==> src/hw/rtl/dfpa_pkg.sv <==
// Shared widths, sequencer states and unit control types for the dipole field accumulator.
package dfpa_pkg;

    localparam int ACC_WIDTH = 48;  // accumulator width, 32..64
    localparam int OUT_W     = 48;  // field and energy width
    localparam int MUL_W     = 36;  // shared multiplier operand width
    localparam int PROD_W    = 2 * MUL_W;
    localparam int DEN_W     = 84;  // divisor width (|r|^3)
    localparam int REM_W     = 84;  // divider partial remainder
    localparam int DLOW_W    = 64;  // dividend bits shifted in, also quotient
    localparam int DCNT_W    = 7;
    localparam int RAD_W     = 56;  // square root radicand
    localparam int ROOT_W    = 28;

    localparam logic [0:0] REG_CUTOFF    = 1'b0;
    localparam logic [0:0] REG_PREFACTOR = 1'b1;

    typedef struct packed {
        logic              start;
        logic [DCNT_W-1:0] cnt;
    } t_div_ctl;

    typedef enum logic [4:0] {
        S_IDLE, S_SQ, S_SQ_ADD, S_CUT, S_CUT_CHK, S_SQRT, S_UDIV, S_UDIV_W,
        S_DOT, S_DOT_ADD, S_LEN2, S_LEN3A, S_LEN3B, S_LEN3C, S_BIG1, S_BIG2,
        S_BIG3, S_BIG4, S_V, S_V_ADD, S_T1, S_T2, S_T3, S_TDIV, S_TDIV_W,
        S_FIN, S_EHI, S_EHI_ADD, S_ELO_ADD, S_OUT
    } t_state;

endpackage

==> src/hw/rtl/dfpa_mul.sv <==
// Shared signed multiplier with registered product.
module dfpa_mul import dfpa_pkg::*; (
    input  logic                     i_clk,
    input  logic signed [MUL_W-1:0]  i_a,
    input  logic signed [MUL_W-1:0]  i_b,
    output logic signed [PROD_W-1:0] o_p
);

    logic signed [PROD_W-1:0] r_p;

    always_ff @(posedge i_clk) begin
        r_p <= i_a * i_b;
    end

    assign o_p = r_p;

endmodule

==> config.mk <==
export PLATFORM = sky130hd
export DESIGN_NAME = dfpa_mul
export DESIGN_NICKNAME = d
export VERILOG_FILES = /design/src/hw/rtl/dfpa_pkg.sv /design/src/hw/rtl/dfpa_mul.sv
export SDC_FILE = /design/constraint.sdc
export NUM_CORES = 2
export LEC_CHECK = 0
export ABC_AREA = 1
export BUFFER_PORTS_ARGS = -buffer_cell sky130_fd_sc_hd__buf_2
export CORE_ASPECT_RATIO = 1.2
export CORE_UTILIZATION = 35
export DETAILED_ROUTE_END_ITERATION = 7
export GPL_TIMING_DRIVEN = 0
export PLACE_DENSITY_LB_ADDON = 0.25
export SETUP_SLACK_MARGIN = 0.02
export SLEW_MARGIN = 20
export SYNTH_ARGS = -nofsm -noshare
export SYNTH_HDL_FRONTEND = slang
export SYNTH_SLANG_ARGS = --single-unit
export TNS_END_PERCENT = 50
==> constraint.sdc <==
create_clock -name i_clk -period 8.55 [get_ports i_clk]
set_clock_uncertainty 0.1 [all_clocks]
set_input_delay 2.1375 -clock i_clk [delete_from_list [all_inputs] [get_ports i_clk]]
set_output_delay 2.1375 -clock i_clk [all_outputs]
set_load 0.01 [all_outputs]
==> impl_metrics.env <==
export IMPL_drt_iter0_drc=3714
export IMPL_grt_pass1_vias=44900
export IMPL_gp_congestion=1.03
export IMPL_status="complete, but fails checks"
export IMPL_setup_viol=17
export IMPL_period_share_pct=101
export IMPL_cts_tree="yes"
export IMPL_die_h_um=415
export IMPL_synth_cell_type_count=38
export IMPL_rsz0062_at_grt="true"
export IMPL_clock_path_buffers=2
export IMPL_start_util_pct=35.3
export IMPL_worst_slack_ns=-0.0674
export IMPL_final_antenna_net_count=0
export IMPL_violations="negative setup slack"
export IMPL_worstSetupPathType="in2reg"
export IMPL_critical_path_required_ns=8.72
export IMPL_slew_headroom_pct=44.6
export IMPL_syn_avg_cell_area_sq_um=7.99
export IMPL_critPathMostFrequentCell="fa_2"
export IMPL_hold_ws_ns=1.99
export IMPL_dieWidth_um=346
export IMPL_finalInstanceArea_sq_um=61200
export IMPL_coreArea_sq_um=141000
export IMPL_synth_area_leaders="fa_1 (55%), inv_1 (15%), nand2_1 (12%)"
export IMPL_synthArstFlopShare_pct=0
export IMPL_yosysMostFrequentCell="inv_1"
export IMPL_path_clk_slew_ns=0.10
export IMPL_dieArea_sq_um=144000
export IMPL_arrival_ns=8.78
export IMPL_ioPinCount=145
export IMPL_portBuffers=73
export IMPL_drc_errors=0
export IMPL_yosysSeqAreaShare_pct=2.89
export IMPL_period_minus_slack_ns=8.62
export IMPL_hold_viol=0
export IMPL_netlist_top_cells_count="inv_1 (2051), nand2_1 (1657), fa_1 (1379)"
export IMPL_overflow=0
export IMPL_synth_cells=6236
export IMPL_cts_sinks=72
export IMPL_synth_edf_count=0
export IMPL_cp_slowest_cell="fa_2"
export IMPL_syn_to_final_growth_pct=22.8
export IMPL_maxCapViolations=0
export IMPL_ys_warn_count=0
export IMPL_max_clock_freq_mhz=116
export IMPL_cp_end_kind="register"
export IMPL_synth_fp_nets=7907
export IMPL_hold_class="in2reg"
export IMPL_htree_levels=3
export IMPL_cts_root_buf="clkbuf_16"
export IMPL_syn_cell_area_sq_um=49800
export IMPL_synth_top_area_share_pct=55.4
export IMPL_holdBufCountCts=0
export IMPL_yosys_register_bits=72
export IMPL_via_per_inst=5.07
export IMPL_numPlacedInstances=8150
export IMPL_global_route_usage_total_pct=33.0
export IMPL_drive_above_1_share_pct=17.8
export IMPL_numCtsBuffers=9
export IMPL_final_cells=8353
export IMPL_largest_register_ffs=72
export IMPL_wl_per_cell_um=28.2
export IMPL_worstPathMaxFanout=7
export IMPL_drt_pass1_iterations=6
export IMPL_drt_wl_total_mm=235
export IMPL_place_area_sq_um=52900
export IMPL_grt_max_degree=19
export IMPL_num_rows=151
export IMPL_worstMarginPinSlew_ns=0.831
export IMPL_grt_pass1_wl_mm=328
export IMPL_synth_area_leader_cell="fa_1"
export IMPL_layout_nets=8175
export IMPL_antenna_found_initial=23
export IMPL_cp_slowest_stage_delay_ns=0.67
export IMPL_route_vias_total=42400
export IMPL_maxSlewViolCount=0
export IMPL_dp_hpwl_mm=195
export IMPL_start_kind="input port"
export IMPL_synthFlopType="dfxtp_1"
-- logic make-up (layout without fill, tap and decap cells) --
group	count (synthesis)	after routing	share of synthesized area, %
AOI/OAI and AO/OA	162	162	1.83
xor gates and xnor gates	47	47	0.826
adders and majority gates	1598	1598	60.9
buffers and inverters	2348	2621	17.7
DFF	72	72	2.89
other	0	8	0
and+or+nand+nor	2009	2009	15.8
-- worst paths after layout --
kind | startpoint | to | slack (ns) | cells after the start
max | i_a[35] | o_p[71] | -0.07 | 28
min | i_b[0] | o_p[0] | 1.99 | 3
-- placed cells by master, fill, tap and decap left out, types with 73 or more instances in the layout --
cell type,instances
buf_4,144
nand2_2,89
nand2_1,1553
fa_2,79
fa_1,1300
nor2_1,98
buf_2,73
clkbuf_8,98
inv_1,1971
clkbuf_16,122
ha_1,165
-- per-layer routing --
layer | vias up | share of wire, % | GRT usage [%]
li1 | 17500 | - | -
met1 | 22100 | 36 | 39.5
met2 | 2185 | 46 | 53.4
met3 | 609 | 9.9 | 7.80
met4 | 10 | 8.3 | 20.3
met5 | - | 0.027 | 0
-- metrics by stage --
step	utilization [%]	setup TNS (ns)	setup WS, ns
global route	43.3	-5.45	-0.225
finish	43.4	-0.423	-0.0674
global placement	37.3	-147.99	-3.16
detailed placement	37.5	-113.66	-2.49
floorplan	-	0	0.00236
CTS	42.1	-0.354	-0.0568
-- worst max-delay path, delay by kind of cell --
| kind | cells | cell delay, ns |
|---|---|---|
| and+or+nand+nor | 11 | 0.97 |
| buffers and inverters | 8 | 0.97 |
| adders and majority gates | 9 | 4.67 |
-- what timing repair did --
action | CTS | global route
resized for setup | 1248 | 343
setup buffers | 95 | 75
setup endpoints to repair | 58 | 47
pin swaps | 102 | 167
cloned | 3 | 6
-- area by class of cell --
type	instances	area (sq um)
Multi-Input combinational cell	3816	42100
Sequential cell	72	1440
Inverter	2061	7790
Timing Repair Buffer	257	2160
Clock inverter	6	97.6
Tap cell	1836	2300
Fill cell	14200	79900
Clock buffer	10	239
Antenna cell	8	20.0
Buffer	287	5010
Power is not shown: default switching activity piles up to over one toggle a cycle in this logic, so the estimate is an artifact.
