## config.mk

```make
export PLATFORM = sky130hd
export DESIGN_NAME = dfpa_div
export DESIGN_NICKNAME = d
export VERILOG_FILES = /design/src/hw/rtl/dfpa_pkg.sv /design/src/hw/rtl/dfpa_div.sv
export SDC_FILE = /design/constraint.sdc
export NUM_CORES = 1
export LEC_CHECK = 0
export BUFFER_PORTS_ARGS = -buffer_cell sky130_fd_sc_hd__buf_2
export CAP_MARGIN = 5
export CORE_UTILIZATION = 25
export DETAILED_ROUTE_END_ITERATION = 12
export GPL_ROUTABILITY_DRIVEN = 1
export HOLD_SLACK_MARGIN = 0.08
export PLACE_DENSITY = 0.45
export SLEW_MARGIN = 5
export SYNTH_ARGS = -nofsm -noshare
export SYNTH_HDL_FRONTEND = slang
export SYNTH_SLANG_ARGS = --single-unit
```

## constraint.sdc

```tcl
create_clock -name i_clk -period 6.1 [get_ports i_clk]
set_input_delay 0 -clock i_clk [delete_from_list [all_inputs] [get_ports i_clk]]
set_output_delay 0 -clock i_clk [all_outputs]
set_load 0.01 [all_outputs]
```

## src/hw/rtl/dfpa_pkg.sv

```systemverilog
// Shared widths, sequencer states and unit control types for the dipole field accumulator.
package dfpa_pkg;

    localparam int ACC_WIDTH = 48;  // accumulator width, 32..64
    localparam int OUT_W     = 48;  // field and energy width
    localparam int MUL_W     = 36;  // shared multiplier operand width
    localparam int PROD_W    = 2 * MUL_W;
    localparam int DEN_W     = 84;  // divisor width (|r|^3)
    localparam int REM_W     = 84;  // divider partial remainder
    localparam int DLOW_W    = 64;  // dividend bits shifted in, also quotient
    localparam int DCNT_W    = 7;
    localparam int RAD_W     = 56;  // square root radicand
    localparam int ROOT_W    = 28;

    localparam logic [0:0] REG_CUTOFF    = 1'b0;
    localparam logic [0:0] REG_PREFACTOR = 1'b1;

    typedef struct packed {
        logic              start;
        logic [DCNT_W-1:0] cnt;
    } t_div_ctl;

    typedef enum logic [4:0] {
        S_IDLE, S_SQ, S_SQ_ADD, S_CUT, S_CUT_CHK, S_SQRT, S_UDIV, S_UDIV_W,
        S_DOT, S_DOT_ADD, S_LEN2, S_LEN3A, S_LEN3B, S_LEN3C, S_BIG1, S_BIG2,
        S_BIG3, S_BIG4, S_V, S_V_ADD, S_T1, S_T2, S_T3, S_TDIV, S_TDIV_W,
        S_FIN, S_EHI, S_EHI_ADD, S_ELO_ADD, S_OUT
    } t_state;

endpackage

```

## src/hw/rtl/dfpa_div.sv

```systemverilog
// Restoring divider, one quotient bit per cycle.
module dfpa_div import dfpa_pkg::*; (
    input  logic              i_clk,
    input  logic              i_rst_n,
    input  t_div_ctl          i_ctl,
    input  logic [REM_W-1:0]  i_rem,   // dividend bits above the ones shifted in
    input  logic [DLOW_W-1:0] i_low,   // dividend bits shifted in, MSB first
    input  logic [DEN_W-1:0]  i_den,
    output logic              o_done,
    output logic [DLOW_W-1:0] o_quo
);

    logic              r_busy;
    logic              r_done;
    logic [DCNT_W-1:0] r_cnt;
    logic [REM_W-1:0]  r_rem;
    logic [DLOW_W-1:0] r_low;
    logic [DLOW_W-1:0] r_quo;
    logic [DEN_W-1:0]  r_den;
    logic [REM_W:0]    w_remx;
    logic [REM_W:0]    w_diff;
    logic              w_ge;

    assign w_remx = {r_rem, r_low[DLOW_W-1]};
    assign w_diff = w_remx - {1'b0, r_den};
    assign w_ge   = w_remx >= {1'b0, r_den};

    always_ff @(posedge i_clk) begin
        if (!i_rst_n) begin
            r_busy <= 1'b0;
            r_done <= 1'b0;
            r_cnt  <= '0;
        end else begin
            r_done <= 1'b0;
            if (i_ctl.start) begin
                r_busy <= 1'b1;
                r_cnt  <= i_ctl.cnt;
            end else if (r_busy) begin
                r_cnt <= r_cnt - 1'b1;
                if (r_cnt == DCNT_W'(1)) begin
                    r_busy <= 1'b0;
                    r_done <= 1'b1;
                end
            end
        end
    end

    always_ff @(posedge i_clk) begin
        if (i_ctl.start) begin
            r_rem <= i_rem;
            r_low <= i_low;
            r_den <= i_den;
            r_quo <= '0;
        end else if (r_busy) begin
            r_rem <= w_ge ? w_diff[REM_W-1:0] : w_remx[REM_W-1:0];
            r_low <= {r_low[DLOW_W-2:0], 1'b0};
            r_quo <= {r_quo[DLOW_W-2:0], w_ge};
        end
    end

    assign o_done = r_done;
    assign o_quo  = r_quo;

endmodule

```

==> results.txt <==
The run finished with clean final reports. The die is about 270 um tall. The sequential share of the synthesized area came out at 47.3%.

The largest driver fanout on the critical path came out at 57. The first-pass iteration count of the detailed router came out at 5. The flop and latch count out of synthesis is 305. The count of endpoints failing setup in the final report came out at 0.

Summing all flip-flop and latch instances after layout gives 8430 um^2. STA classifies the critical path startpoint as a register. After synthesis, the most frequently instantiated cells are 232 x sky130_fd_sc_hd__edfxtp_1, 189 x sky130_fd_sc_hd__a21oi_1, 186 x sky130_fd_sc_hd__nor2_1.

Yosys printed 0 warnings. Of all cell types, the one taking the most synthesized area is sky130_fd_sc_hd__edfxtp_1. The initial antenna violation count came to 12. The synthesis-to-layout area growth came out at 35.6%. The top cell type by area accounts for between 30% and 40% of the synthesized area. The fill cell instance count of the final layout is 7224.

The placed wire-length estimate came out at 40900 um. The final total negative setup slack came out at 0 ns. The via count of the first global-routing pass came out at 15324.

Yosys mapped a number of flops with a built-in enable equal to around 230. The first global-routing pass estimated 86400 um of wire. The net count after synthesis came out at 2094. The initialized floorplan defines 97 standard-cell rows. Static timing analysis puts the maximum clock frequency at 200 MHz. The portion of the clock cycle consumed by the worst path in the final layout is approximately 82%. sky130_fd_sc_hd__edfxtp_1 is the most common cell in the netlist.

For this design the top-level I/O count stands at 307. At the end of routability-driven placement, the weighted congestion stood at 0.912. The clock tree from TritonCTS is yes. The worst max-slew margin expressed relative to the limit is 24.5%.

After the last flow step, the layout net total stands at 2618. The clock sink count is between 300 and 400. Across the routed clock network, the largest skew measured is about 0.035 ns.

The register-to-register setup slack is 1.09 ns. The instance count after placement with tap cells included came out at 2935. The fraction of synthesis flops using an asynchronous set or reset pin came out at 0%. The post-synthesis instance area came out at ~18000 um^2. The clock-pin slew of the registers on the worst-case setup and hold paths is around 0.06 ns. For this run, design rule violations remaining after detail routing come to 0.

The clock network latency to the later pin of the worst-skew pair came out at 0.58 ns. After synthesis, the cell types taking the most area are sky130_fd_sc_hd__edfxtp_1 39%, sky130_fd_sc_hd__dfxtp_1 8.2%, sky130_fd_sc_hd__mux2_2 6.1%, sky130_fd_sc_hd__ha_1 6.0%, sky130_fd_sc_hd__a21oi_1 5.3%. The minimum clock period is 5.01 ns.

The CTS buffer count came out at 40. The region available for standard cell placement spans around 70000 um^2. The tightest min-delay check is of the in2reg type. Setup repair after global routing left no endpoint under its margin. For this configuration, the core starts out at a cell density of 25.4%.

The total detailed-routing wirelength is around 56000 um. The total of max-cap violations is 0. After detailed routing, the number of vias per cell comes to 4.57. In the synthesized netlist the dominant register cell turns out to be sky130_fd_sc_hd__edfxtp_1. The number of buffers added on ports came out at between 300 and 400. In this run the mean area of a mapped cell was approximately 10 um^2. The largest vdd supply drop is between 0.15 and 0.2 mV.

For the worst setup path, the data required time is 6.39 ns. From left edge to right edge, the die measures 269 um. STA classifies the critical path endpoint as a register. Post-CTS repair changed the size of 0 cells. The area of the multi-input gates came out at 8520 um^2.

Across all layers, the routed design uses 14921 vias. The unique cell type count in the Yosys netlist came out at 74. The routed length per instance came out at 17.3 um. The die area is slightly above 70000 um^2. Entering global routing, the biggest net connects 185 pins. The final cell area excluding filler cells came out at 24200 um^2. The power per unit of standard cell area is around 370 nW/um^2.

The total global routing overflow is 0. The cell leakage power is between 0.009 and 0.01 uW. Across every metal layer, demand over resource in global routing totals 15.3%. Summing all placed instances gives a cell area of 20300 um^2. The post-synthesis instance total is 1765. The pin slew with the least headroom to its limit came out at 1.13 ns. Data arrives at the worst endpoint at ~5.3 ns.

The longest clock path from root to sink contains 3 buffers. The number of pins with negative max-slew slack in the final report is 0. The post-route netlist has 21.7% of its cells at a drive strength greater than 1. The hold violation total from the final report came out at 0. The DRC violation total after the first TritonRoute iteration came out at 748. The number of nets with antenna violations after detailed routing came out at 0. The number of H-tree branching levels came out at 2. The final cell count without fillers is 3263. The library cell used as clock root buffer is sky130_fd_sc_hd__clkbuf_16. The worst setup path is of the reg2reg kind.
-- worst paths after layout --
kind,cells after the start,to,startpoint
setup / recovery,13,r_rem[35],r_rem[2]
hold / removal,2,r_den[63],i_den[63]
setup reg to reg,13,r_rem[35],r_rem[2]
hold reg to reg,2,o_quo[0],o_quo[0]
-- metal layers --
layer  part of all wire (%)  track usage [%]  vias up
met4                    2.2             4.19       18
met5                   0.22                0        -
met1                     46             19.9     7058
met3                    5.6             3.55       91
li1                       -                -     7406
met2                     46             25.1      348
-- kinds of logic after synthesis --
logic type | share of synthesized area [%]
AND/OR/NAND/NOR | 12.2
buffers and inverters | 4.95
AO/OA/AOI/OAI | 15.2
flip-flops | 47.3
XOR/XNOR | 4.23
multiplexers | 9.95
adder cells (fa/ha/maj) | 6.15
-- worst max-delay path, cell delays in order, from the launching register on --
cell	delay [ns]
sky130_fd_sc_hd__edfxtp_1	0.39
sky130_fd_sc_hd__ha_1	0.38
sky130_fd_sc_hd__nand3_1	0.13
sky130_fd_sc_hd__o21ai_1	0.47
sky130_fd_sc_hd__a211oi_4	0.18
sky130_fd_sc_hd__a41o_1	0.32
sky130_fd_sc_hd__nand2_1	0.24
sky130_fd_sc_hd__a21oi_1	0.20
sky130_fd_sc_hd__a21o_1	0.27
sky130_fd_sc_hd__o21ai_4	0.78
sky130_fd_sc_hd__buf_12	0.35
sky130_fd_sc_hd__a21oi_1	0.11
sky130_fd_sc_hd__mux2_2	0.27
sky130_fd_sc_hd__dlygate4sd3_1	0.57
-- area by class of cell --
cell class | count | area share [%]
clock inverter | 23 | 1.05
tap | 940 | 4.87
timing repair buffer | 567 | 17.3
inverter | 133 | 2.07
clock buffer | 50 | 4.56
sequential | 305 | 34.9
antenna | 3 | 0.0311
multi-input combinational | 1242 | 35.3
-- placed cells by master, fill, tap and decap left out, types with 18 or more instances in the layout --
cell	count
sky130_fd_sc_hd__buf_2	305
sky130_fd_sc_hd__dlygate4sd3_1	252
sky130_fd_sc_hd__edfxtp_1	232
sky130_fd_sc_hd__a21oi_1	189
sky130_fd_sc_hd__nor2_1	186
sky130_fd_sc_hd__inv_1	133
sky130_fd_sc_hd__nand2_1	122
sky130_fd_sc_hd__mux2_2	97
sky130_fd_sc_hd__ha_1	86
sky130_fd_sc_hd__o21ai_0	75
sky130_fd_sc_hd__dfxtp_1	72
sky130_fd_sc_hd__mux2i_1	68
sky130_fd_sc_hd__xnor2_1	56
sky130_fd_sc_hd__clkbuf_16	42
sky130_fd_sc_hd__a211oi_1	33
sky130_fd_sc_hd__nand4_1	32
sky130_fd_sc_hd__a21o_1	32
sky130_fd_sc_hd__xor2_1	30
sky130_fd_sc_hd__nor3_1	23
sky130_fd_sc_hd__o21bai_1	19
sky130_fd_sc_hd__nor2b_1	18
-- registers in the layout, summed over array words and instances, names as in the netlist --
name / cells
r_den: 84
r_rem: 84
o_quo: 64
r_low: 64
r_cnt: 7
o_done: 1
r_busy: 1
-- through the flow --
| step | utilization (%) | power (uW) | setup WS (ns) | hold WS (ns) |
|---|---|---|---|---|
| after detailed placement | 28.8 | 6310 | 1.58 | 0.178 |
| after CTS | 34.4 | 9010 | 1.00 | 0.0861 |
| after global placement | 28.8 | 6310 | 1.66 | 0.179 |
| final | 34.4 | 8900 | 1.09 | 0.131 |
| after global routing | 34.4 | 9520 | 0.705 | 0.109 |
| after floorplan | - | 5390 | 2.58 | 0.0989 |
-- what timing repair did --
item                                   4_1_cts  5_1_grt
endpoints found under the hold margin      265        0
setup buffers                                0        0
hold buffers                               252        0
-- power by group --
part,switching (uW),internal [uW]
combinational,2150,1530
clock,993,1460
sequential,151,2630
Note: power is estimated with default switching activity, not from simulation.
