**src/hw/rtl/dfpa_pkg.sv**
```systemverilog
// Shared widths, sequencer states and unit control types for the dipole field accumulator.
package dfpa_pkg;

    localparam int ACC_WIDTH = 48;  // accumulator width, 32..64
    localparam int OUT_W     = 48;  // field and energy width
    localparam int MUL_W     = 36;  // shared multiplier operand width
    localparam int PROD_W    = 2 * MUL_W;
    localparam int DEN_W     = 84;  // divisor width (|r|^3)
    localparam int REM_W     = 84;  // divider partial remainder
    localparam int DLOW_W    = 64;  // dividend bits shifted in, also quotient
    localparam int DCNT_W    = 7;
    localparam int RAD_W     = 56;  // square root radicand
    localparam int ROOT_W    = 28;

    localparam logic [0:0] REG_CUTOFF    = 1'b0;
    localparam logic [0:0] REG_PREFACTOR = 1'b1;

    typedef struct packed {
        logic              start;
        logic [DCNT_W-1:0] cnt;
    } t_div_ctl;

    typedef enum logic [4:0] {
        S_IDLE, S_SQ, S_SQ_ADD, S_CUT, S_CUT_CHK, S_SQRT, S_UDIV, S_UDIV_W,
        S_DOT, S_DOT_ADD, S_LEN2, S_LEN3A, S_LEN3B, S_LEN3C, S_BIG1, S_BIG2,
        S_BIG3, S_BIG4, S_V, S_V_ADD, S_T1, S_T2, S_T3, S_TDIV, S_TDIV_W,
        S_FIN, S_EHI, S_EHI_ADD, S_ELO_ADD, S_OUT
    } t_state;

endpackage

```
**src/hw/rtl/dfpa_sqrt.sv**
```systemverilog
// Integer square root, two radicand bits per cycle.
module dfpa_sqrt import dfpa_pkg::*; (
    input  logic              i_clk,
    input  logic              i_rst_n,
    input  logic              i_start,
    input  logic [RAD_W-1:0]  i_rad,
    output logic              o_done,
    output logic [ROOT_W-1:0] o_root
);

    logic                r_busy;
    logic                r_done;
    logic [4:0]          r_cnt;
    logic [RAD_W-1:0]    r_rad;
    logic [ROOT_W+1:0]   r_rem;
    logic [ROOT_W-1:0]   r_root;
    logic [ROOT_W+3:0]   w_remx;
    logic [ROOT_W+3:0]   w_trial;
    logic [ROOT_W+3:0]   w_diff;
    logic                w_ge;

    assign w_remx  = {r_rem, r_rad[RAD_W-1 -: 2]};
    assign w_trial = {2'b00, r_root, 2'b01};
    assign w_diff  = w_remx - w_trial;
    assign w_ge    = w_remx >= w_trial;

    always_ff @(posedge i_clk) begin
        if (!i_rst_n) begin
            r_busy <= 1'b0;
            r_done <= 1'b0;
            r_cnt  <= '0;
        end else begin
            r_done <= 1'b0;
            if (i_start) begin
                r_busy <= 1'b1;
                r_cnt  <= 5'(ROOT_W - 1);
            end else if (r_busy) begin
                r_cnt <= r_cnt - 1'b1;
                if (r_cnt == '0) begin
                    r_busy <= 1'b0;
                    r_done <= 1'b1;
                end
            end
        end
    end

    always_ff @(posedge i_clk) begin
        if (i_start) begin
            r_rad  <= i_rad;
            r_rem  <= '0;
            r_root <= '0;
        end else if (r_busy) begin
            r_rad  <= {r_rad[RAD_W-3:0], 2'b00};
            r_rem  <= w_ge ? w_diff[ROOT_W+1:0] : w_remx[ROOT_W+1:0];
            r_root <= {r_root[ROOT_W-2:0], w_ge};
        end
    end

    assign o_done = r_done;
    assign o_root = r_root;

endmodule

```
**config.mk**
```make
export PLATFORM = sky130hd
export DESIGN_NAME = dfpa_sqrt
export DESIGN_NICKNAME = d
export VERILOG_FILES = /design/src/hw/rtl/dfpa_pkg.sv /design/src/hw/rtl/dfpa_sqrt.sv
export SDC_FILE = /design/constraint.sdc
export NUM_CORES = 1
export LEC_CHECK = 0
export BUFFER_PORTS_ARGS = -buffer_cell sky130_fd_sc_hd__buf_2
export CELL_PAD_IN_SITES_DETAIL_PLACEMENT = 0
export CELL_PAD_IN_SITES_GLOBAL_PLACEMENT = 1
export CORE_ASPECT_RATIO = 0.7
export CORE_MARGIN = 3
export CORE_UTILIZATION = 41
export DETAILED_ROUTE_END_ITERATION = 10
export PLACE_DENSITY_LB_ADDON = 0.05
export SYNTH_ARGS = -nofsm -noshare
export SYNTH_HDL_FRONTEND = slang
export SYNTH_SLANG_ARGS = --single-unit
```
**constraint.sdc**
```tcl
create_clock -name i_clk -period 2.88 [get_ports i_clk]
set_clock_uncertainty 0.1 [all_clocks]
set_input_delay 0.432 -clock i_clk [delete_from_list [all_inputs] [get_ports i_clk]]
set_output_delay 0.432 -clock i_clk [all_outputs]
set_load 0.005 [all_outputs]
```
==> run metrics, run 1 <==
number of diodes=0; GR Util All Layers=0.174; Skew-Pair Late Insertion Delay=0.41 ns; CP endpoint kind=flip-flop; Synth async-reset ratio=0; IO buf count=87; WP data required=3.11 ns; CTS max path bufs=2; Congestion Overflow GR=0; Avg Cell Area, Syn=10.4 sq um; largest net degree at the start of global routing=58; met1 WL=7620 um; Synthesis Warnings=0; cts bufs inserted=17; Starting DRT DRC Count=277; CTS Hold Bufs=0; CTS sink count=121; WL per Instance=15.4 um; Seq/Total Area, Yosys=0.450; Reg clk slew, reported paths=0.06 ns; Critical Path AT=2.95 ns; initial antenna violation count=0; Post-synth EDFFs=56; Die Area=17800 sq um; Hold Startpoint=i_rad[0]; Total Nets Final=837; Peak VDD IR=0.489 mV; synthesized area=6630 sq um; Chip Height=112 um; num rows=38; Power Total=9.00 mW; Pre-antenna DRT Iters=4; Root Driver=clkbuf_16; Worst-Margin Slew=0.693 ns; commonest cells after routing, fill and taps aside=86 x buf_2, 74 x nor2_1, 63 x dfxtp_1; Crit Path Class=reg2reg; starting density of the core=0.424; highest metal layer with signal wires=met4; fill count=1453; Post-synth top flop=dfxtp_1; f_max=0.367 GHz; worst reg2reg path endpoint=r_rem[22]$_SDFFE_PP0P_; Post-DRT Antenna Nets=0; Reg2Reg Launch Point=o_root[11]$_SDFFE_PP0P_; reg-to-reg setup timing slack=0.16 ns; Post-DP HPWL=10400 um; hold endpoint=r_rad[0]$_SDFFCE_PN0P_; R2R cell count=11; DR WL met3=668 um; hold depth=2; CTS tree=done; synthesis-to-layout area growth=22.8%; Synth Instances=636; Max-cap violations=0; Synth top area share=0.254; vias=4963; Core Region=15600 sq um; Leakage Power=3.42 nW; share of layout cells above drive strength 1=0.320; final setup fails=0; flops & latches, synth=121; CP Launch Type=flip-flop; gp weighted congestion=0.861; met2 routed WL=6390 um; HP Class=in2reg; vias in the first global route=4977; placed cells=925; dominant cell type by area after synthesis=edfxtp_1; worst-path maximum fanout=5; outcome=complete, no violations; CTS HTree Levels=4; first-pass GRT wire length=24700 um; leading cell type in the layout, fill and taps excluded=buf_2; Setup TNS Final=0 ns; Final Hold Viols=0; pwr/cell area=1110 nW/um^2; DRC=0; syn_nets=727; Slew headroom=0.538; boundary pin count=88; DRT Wirelength=14800 um; Slew Viols, Final=0; Die Span X=158 um; Via density=5.18; period utilization=0.946; Final min period=2.72 ns; Post-Layout Cell Count=959; synth top area cells=edfxtp_1 25%, dfxtp_1 20%, mux2_2 9.3%; Cell variety after synth=65
## cell families (layout without fill, tap and decap cells)
kind of cell	after synthesis	count (layout)	synth area share
flops	121	121	0.450
compound gates	130	130	0.135
mux	104	104	0.168
buf+inv	73	196	0.0478
simple gates	147	147	0.101
fa+ha+maj	32	32	0.0604
xor+xnor	29	29	0.0383
## through the flow
step / util / hold WS (ns) / setup WS (ns) / cell area, sq um
final: 0.521 / 0.201 / 0.157 / 8140
after global routing: 0.521 / 0.201 / -0.0376 / 8140
after CTS: 0.514 / 0.187 / 0.00476 / 8040
after detailed placement: 0.475 / 0.377 / -0.0235 / 7430
after global placement: 0.475 / 0.366 / 0.101 / 7430
after floorplan: - / 0.350 / 0.158 / 6630
## cell type report
cell class	count	area (sq um)	area share
clock buffer	21	460	0.0565
clock inverter	11	148	0.0181
inverter	43	161	0.0198
multi-input combinational	442	3420	0.420
sequential	121	2990	0.367
tap	200	250	0.0307
timing repair buffer	121	718	0.0882
## flip-flops by register name, summed over array words and instances (netlist names)
name,count
o_root,28
r_rad,56
r_rem,30
r_busy,1
o_done,1
r_cnt,5
## what timing repair did
action | CTS | global route
endpoints found under the setup margin | 3 | 20
gates resized for setup | 1 | 18
buffers inserted | 0 | 2
pin swaps | 0 | 5
## layer usage
layer / up-vias / global-route usage
met4: 0 / 0.0436
met2: 99 / 0.257
met1: 2341 / 0.255
met3: 11 / 0.0443
met5: - / 0
li1: 2512 / -
## Yosys cell counts, drive strengths merged, types with 3 or more instances
cell type / n
a21oi: 39
a31oi: 3
xor2: 11
o31ai: 3
buf: 12
o21a: 3
dfxtp: 65
o21ai: 27
xnor2: 18
edfxtp: 56
o211ai: 4
ha: 32
o21bai: 4
nand2: 29
a21o: 9
nand3: 3
clkbuf: 18
inv: 43
nor3: 11
and2: 4
a211oi: 21
nor2: 77
mux2: 56
nand4: 6
nor2b: 4
mux2i: 48
## worst max-delay path by stage
stage	from	slack [ns]	cells after the start	endpoint
5_1_grt	o_root[2]$_SDFFE_PP0P_	-0.04	12	r_rem[15]$_SDFFE_PP0P_
6_report	o_root[11]$_SDFFE_PP0P_	0.16	11	r_rem[22]$_SDFFE_PP0P_
3_5_place_dp	o_root[8]$_SDFFE_PP0P_	-0.02	10	r_rem[1]$_SDFFE_PP0P_
2_1_floorplan	i_start	0.16	4	r_rad[0]$_SDFFCE_PN0P_
4_1_cts	o_root[8]$_SDFFE_PP0P_	0.005	11	r_rem[22]$_SDFFE_PP0P_
3_3_place_gp	o_root[8]$_SDFFE_PP0P_	0.10	11	r_rem[26]$_SDFFE_PP0P_
## where the power goes
group | switching, mW | leakage [nW] | internal, mW | total, mW
clock network | 0.775 | 0.286 | 1.41 | 2.18
logic | 2.39 | 2.04 | 2.21 | 4.59
registers | 0.169 | 1.10 | 2.06 | 2.23
total | 3.33 | 3.42 | 5.67 | 9.00
## worst max-delay path: stages (launching register included)
cell and delay, ns:
dfxtp_1 0.37, inv_1 0.06, ha_1 0.37, a21oi_1 0.26, o21ai_0 0.14, nor2_1 0.23, a221oi_4 0.10, buf_4 0.15
o211ai_1 0.21, a21boi_0 0.13, a211o_1 0.29, a311oi_2 0.22
Note: power is estimated with default switching activity, not from simulation.
==> run 2, diff against run 1 <==
==> constraint.sdc (replaced) <==
create_clock -name i_clk -period 2.88 [get_ports i_clk]
set_clock_uncertainty 0.1 [all_clocks]
set_input_delay 0.144 -clock i_clk [delete_from_list [all_inputs] [get_ports i_clk]]
set_output_delay 0.144 -clock i_clk [all_outputs]
set_load 0.005 [all_outputs]
==> run 2 against run 1 <==
  * Count of clock-buffer cells in the layout fell by 3
  * Register-to-register slack about the same
  * Total power is 4.0% higher
  * Global-route usage up 0.53 points
  * Utilization increased by 4.1 points
  * Sequential share of layout area decreased by 2.6 points
  * Wire length rose by 3.8%
==> run metrics, run 2 (synthesis gave the netlist of run 1 again) <==
CTS max path bufs=2 (unchanged); Core Region=15600 sq um (unchanged); outcome=complete, no violations; Power Total=9.37 mW (+4.0%); starting density of the core=0.424 (unchanged); Total Nets Final=894 (+6.8%); Post-DP HPWL=10400 um (about the same); WL per Instance=15.1 um (-2.0%); sequential power share=0.237 (-0.010); IO buf count=87 (unchanged); Max-cap violations=0 (unchanged); period utilization=0.944 (-0.00154); cts bufs inserted=17 (unchanged); CP endpoint kind=flip-flop; GR Util All Layers=0.179 (+0.00530); Setup TNS Final=0 ns (unchanged); Pre-antenna DRT Iters=4 (unchanged); Congestion Overflow GR=0 (unchanged); Biggest register=r_rad; CTS HTree Levels=4 (unchanged); Reg clk slew, reported paths=0.06 ns (about the same); commonest cells after routing, fill and taps aside=86 x buf_2, 74 x nor2_1, 60 x dfxtp_1; Post-DRT Antenna Nets=0 (unchanged); vias in the first global route=5222 (+4.9%); Slew Viols, Final=0 (unchanged); hold_ws=0.166 ns (-0.0354 ns); vias=5178 (+4.3%); Crit Path Class=reg2reg; Chip Height=112 um (unchanged); share of power burned in combinational logic=0.513 (+0.003); boundary pin count=88 (unchanged); Critical Path AT=2.95 ns (about the same); Die Span X=158 um (unchanged); clock power share=0.249 (+0.007); CTS sink count=121 (unchanged); leading cell type in the layout, fill and taps excluded=buf_2; Leakage Power=3.69 nW (+8.0%); number of diodes=0 (unchanged); DRT Wirelength=15400 um (+3.8%); Final min period=2.72 ns (-0.00444 ns); Int Power=5.89 mW (+3.9%); sw power=3.48 mW (+4.3%); Die Area=17800 sq um (unchanged); share of layout cells above drive strength 1=0.308 (-0.0126); first-pass GRT wire length=25500 um (+3.4%); Peak VDD IR=0.576 mV (+18%); Worst-Margin Slew=0.717 ns (+0.0240 ns); Via density=5.10 (-1.5%); placed cells=924 (-0.11%); worst-path maximum fanout=4 (-1); initial antenna violation count=0 (unchanged); largest net degree at the start of global routing=57 (-1.7%); synthesis-to-layout area growth=32.4%; RSZ-0062 raised after global routing=yes; f_max=0.368 GHz (+0.16%); DRC=0 (unchanged); CP Launch Type=flip-flop; Final Hold Viols=0 (unchanged); max reg flops=56 (unchanged); Root Driver=clkbuf_16; final setup fails=0 (unchanged); fin util=0.561 (+0.0406); WP data required=3.11 ns (about the same); num rows=38 (unchanged); HP Class=in2reg; gp weighted congestion=0.852 (-0.99%); Post-Layout Cell Count=1016 (+5.9%); Slew headroom=0.522 (-0.0160); Switching Share=0.371 (+0.00110); Skew-Pair Late Insertion Delay=0.42 ns (about the same); Starting DRT DRC Count=284 (+2.5%); pwr/cell area=1070 nW/um^2 (-3.5%); CTS tree=done
## run 2: timing repair
action | CTS | global route
endpoints found under the hold margin | 61 | 0
gates resized for setup | 1 | 32
hold buffers | 57 | 0
pin swaps | 0 | 12
gates cloned | 0 | 0
setup endpoints to repair | 1 | 29
setup buffers | 0 | 3
## run 2: final cells by class
cell class	count	area (sq um)
fill	1386	6870
sequential	121	2990
inverter	43	161
tap	200	250
clock buffer	18	429
multi-input combinational	442	3440
clock inverter	14	208
timing repair buffer	178	1300
## run 2: power groups by stage
stage	combinational [mW]	clock, mW	sequential [mW]
floorplan	3.43	0	2.19
global placement	4.39	0	2.25
detailed placement	4.41	0	2.25
CTS	4.51	2.39	2.22
global route	5.29	2.48	2.26
finish	4.81	2.34	2.22
## run 2: routing by layer
metal | track usage | wire, um
met5 | 0 | 0
met4 | 0.0585 | 78
met3 | 0.0378 | 544
met2 | 0.265 | 6800
met1 | 0.262 | 7940
## run 2: final timing paths
path | from | end | slack, ns | cells past startpoint
max | o_root[0]$_SDFFE_PP0P_ | r_rem[17]$_SDFFE_PP0P_ | 0.16 | 12
min | i_start | r_rem[0]$_SDFFE_PP0P_ | 0.17 | 5
max reg2reg | o_root[0]$_SDFFE_PP0P_ | r_rem[17]$_SDFFE_PP0P_ | 0.16 | 12
min reg2reg | r_rem[28]$_SDFFE_PP0P_ | r_rem[28]$_SDFFE_PP0P_ | 0.39 | 2
## run 2: metrics by stage
stage / worst slack (ns) / instance area, sq um
2_1_floorplan: 0.208 / 6630
4_1_cts: 0.0490 / 8630
6_report: 0.161 / 8780
5_1_grt: -0.0217 / 8780
3_5_place_dp: 0.0215 / 7420
3_3_place_gp: 0.110 / 7420
## run 2: critical path, cell delays in order, from the launching register on
cell	delay [ns]
dfxtp_1	0.32
inv_1	0.05
ha_1	0.34
nor2b_4	0.15
o21ai_2	0.14
and2_4	0.19
o221ai_4	0.14
o21ai_2	0.16
o211ai_2	0.13
a41o_1	0.24
buf_4	0.18
mux2_4	0.30
a211oi_2	0.20
==> run 3, diff against run 2 <==
CELL_PAD_IN_SITES_DETAIL_PLACEMENT = unset   (was 0)
CELL_PAD_IN_SITES_GLOBAL_PLACEMENT = unset   (was 1)
CORE_UTILIZATION = 53   (was 41)
CTS_CLUSTER_SIZE = 14   (was unset)
SLEW_MARGIN = 20   (was unset)
==> run 3 against run 2 <==
  * Via count grew 2.8%
  * Combinational power is 1% higher
  * Wire length grew 1.0%
  * Clock power decreased by 12%
  * Largest power group unchanged
  * Highest routed layer unchanged
  * Largest cell class unchanged
  * Non-clock buffer count shrank 9
==> run metrics, run 3 (synthesis gave the netlist of run 1 again) <==
initial antenna violation count=0 (unchanged); Skew-Pair Late Insertion Delay=0.41 ns (about the same); Core Region=12000 sq um (-23%); Hold Startpoint=i_start; Peak VDD IR=0.649 mV (+13%); hold_ws=0.0954 ns (-0.0706 ns); boundary pin count=88 (unchanged); number of diodes=0 (unchanged); WP data required=3.10 ns (about the same); Congestion Overflow GR=0 (unchanged); vias in the first global route=5371 (+2.9%); Final Hold Viols=0 (unchanged); CP Launch Type=flip-flop; Post-DRT Antenna Nets=0 (unchanged); CTS max path bufs=2 (unchanged); Max-cap violations=0 (unchanged); Total Nets Final=885 (-1.0%); Final min period=2.72 ns (-0.00183 ns); fill count=848 (-39%); CP startpoint=o_root[3]$_SDFFE_PP0P_; WL per Instance=16.1 um (+6.5%); final setup fails=0 (unchanged); share of layout cells above drive strength 1=0.318 (+0.0109); gp weighted congestion=0.910 (+6.8%); Reg2Reg Launch Point=o_root[3]$_SDFFE_PP0P_; period utilization=0.943 (about the same); IO buf count=87 (unchanged); Root Driver=clkbuf_16; Slew Viols, Final=0 (unchanged); Critical Path AT=2.94 ns (about the same); DRC=0 (unchanged); Biggest register=r_rad; reg-to-reg setup timing slack=0.16 ns (about the same); largest net degree at the start of global routing=57 (unchanged); Setup TNS Final=0 ns (unchanged); CTS HTree Levels=4 (unchanged); worst-path maximum fanout=6 (+2); Post-Layout Cell Count=964 (-5.1%); f_max=0.368 GHz (about the same); max reg flops=56 (unchanged); CP endpoint kind=flip-flop; R2R cell count=12 (unchanged); outcome=complete, no violations; leading cell type in the layout, fill and taps excluded=buf_2; vias=5323 (+2.8%); commonest cells after routing, fill and taps aside=86 x buf_2, 74 x nor2_1, 57 x dlygate4sd3_1; GR Util All Layers=0.228 (+0.0491); RSZ-0062 raised after global routing=yes; Chip Height=99.6 um (-11%); Die Span X=140 um (-12%); starting density of the core=0.554 (+0.130); CTS tree=done; fin util=0.727 (+0.166); DRT Wirelength=15500 um (+1.0%); HP Class=in2reg; crit path to=r_rem[22]$_SDFFE_PP0P_; cts bufs inserted=17 (unchanged); Worst-Margin Slew=0.728 ns (+0.0111 ns); Starting DRT DRC Count=361 (+27%); worst reg2reg path endpoint=r_rem[22]$_SDFFE_PP0P_; Die Area=13900 sq um (-22%); num rows=33 (-13%); Via density=5.52 (+8.3%); Crit Path Class=reg2reg; Reg clk slew, reported paths=0.06 ns (about the same); placed cells=874 (-5.4%); Leakage Power=3.62 nW (-1.8%); Post-DP HPWL=10100 um (-2.7%); synthesis-to-layout area growth=31.4%; CTS sink count=121 (unchanged); Pre-antenna DRT Iters=5 (+1); Slew headroom=0.514 (-0.00743); pwr/cell area=1050 nW/um^2 (-1.4%); first-pass GRT wire length=26000 um (+1.7%)
## run 3: cell count changes in the layout (fill, tap and decap cells not counted), sizes merged
cell      change
buf           -9
clkinvlp      -2
bufinv        -2
clkinv        +9
inv           -5
## run 3: layout make-up
type	instances	area [sq um]	share of cell area
timing repair buffer	169	1220	0.140
tap	157	196	0.0226
inverter	43	161	0.0185
multi-input combinational	442	3560	0.409
clock buffer	18	429	0.0493
sequential	121	3000	0.344
clock inverter	14	146	0.0168
## run 3: worst min path at each step
| stage | end | slack (ns) | depth (start not counted) |
|---|---|---|---|
| after floorplan | r_busy$_SDFF_PN0_ | 0.24 | 2 |
| after global placement | r_rad[1]$_SDFFCE_PN0P_ | 0.33 | 2 |
| after detailed placement | r_rad[1]$_SDFFCE_PN0P_ | 0.33 | 2 |
| after CTS | o_root[1]$_SDFFE_PP0P_ | 0.08 | 2 |
| after global routing | o_root[1]$_SDFFE_PP0P_ | 0.1 | 2 |
| final | o_root[1]$_SDFFE_PP0P_ | 0.1 | 2 |
## run 3: report_power, final
part / switching [mW] / internal [mW] / total, mW
Clock: 0.793 / 1.28 / 2.07
Combinational: 2.55 / 2.31 / 4.86
Sequential: 0.179 / 2.06 / 2.24
Total: 3.52 / 5.65 / 9.17
## run 3: through the flow
| step | power (mW) | setup WS [ns] | cell area (sq um) |
|---|---|---|---|
| after CTS | 8.74 | 0.0593 | 8450 |
| after floorplan | 5.62 | 0.208 | 6630 |
| after detailed placement | 6.53 | 0.0398 | 7300 |
| after global placement | 6.43 | 0.0891 | 7300 |
| final | 9.17 | 0.163 | 8710 |
| after global routing | 9.76 | -0.00432 | 8710 |
## run 3: per-layer routing
layer / share of wire / track usage / up-vias
met2: 0.46 / 0.367 / 159
met3: 0.055 / 0.0533 / 33
met1: 0.47 / 0.310 / 2519
met5: 0 / 0 / -
li1: - / - / 2612
met4: 0.018 / 0.0707 / 0
## run 3: critical path, stage by stage (launching register included)
cell and delay (ns):
dfxtp_1 0.37, inv_1 0.09, ha_4 0.27, a21oi_2 0.24, or3_1 0.17, o21ai_2 0.07
nor2_2 0.17, a221oi_4 0.09, buf_4 0.15, o211ai_1 0.25, a21boi_0 0.15, a211o_1 0.29
a311oi_2 0.22
## run 3: repair_timing
| item | 4_1_cts | 5_1_grt |
|---|---|---|
| cloned | 0 | 0 |
| setup buffers | 0 | 1 |
| pin swaps | 0 | 10 |
| endpoints found under the hold margin | 61 | 0 |
| hold buffers | 57 | 0 |
| endpoints found under the setup margin | 2 | 27 |
| resized for setup | 2 | 50 |
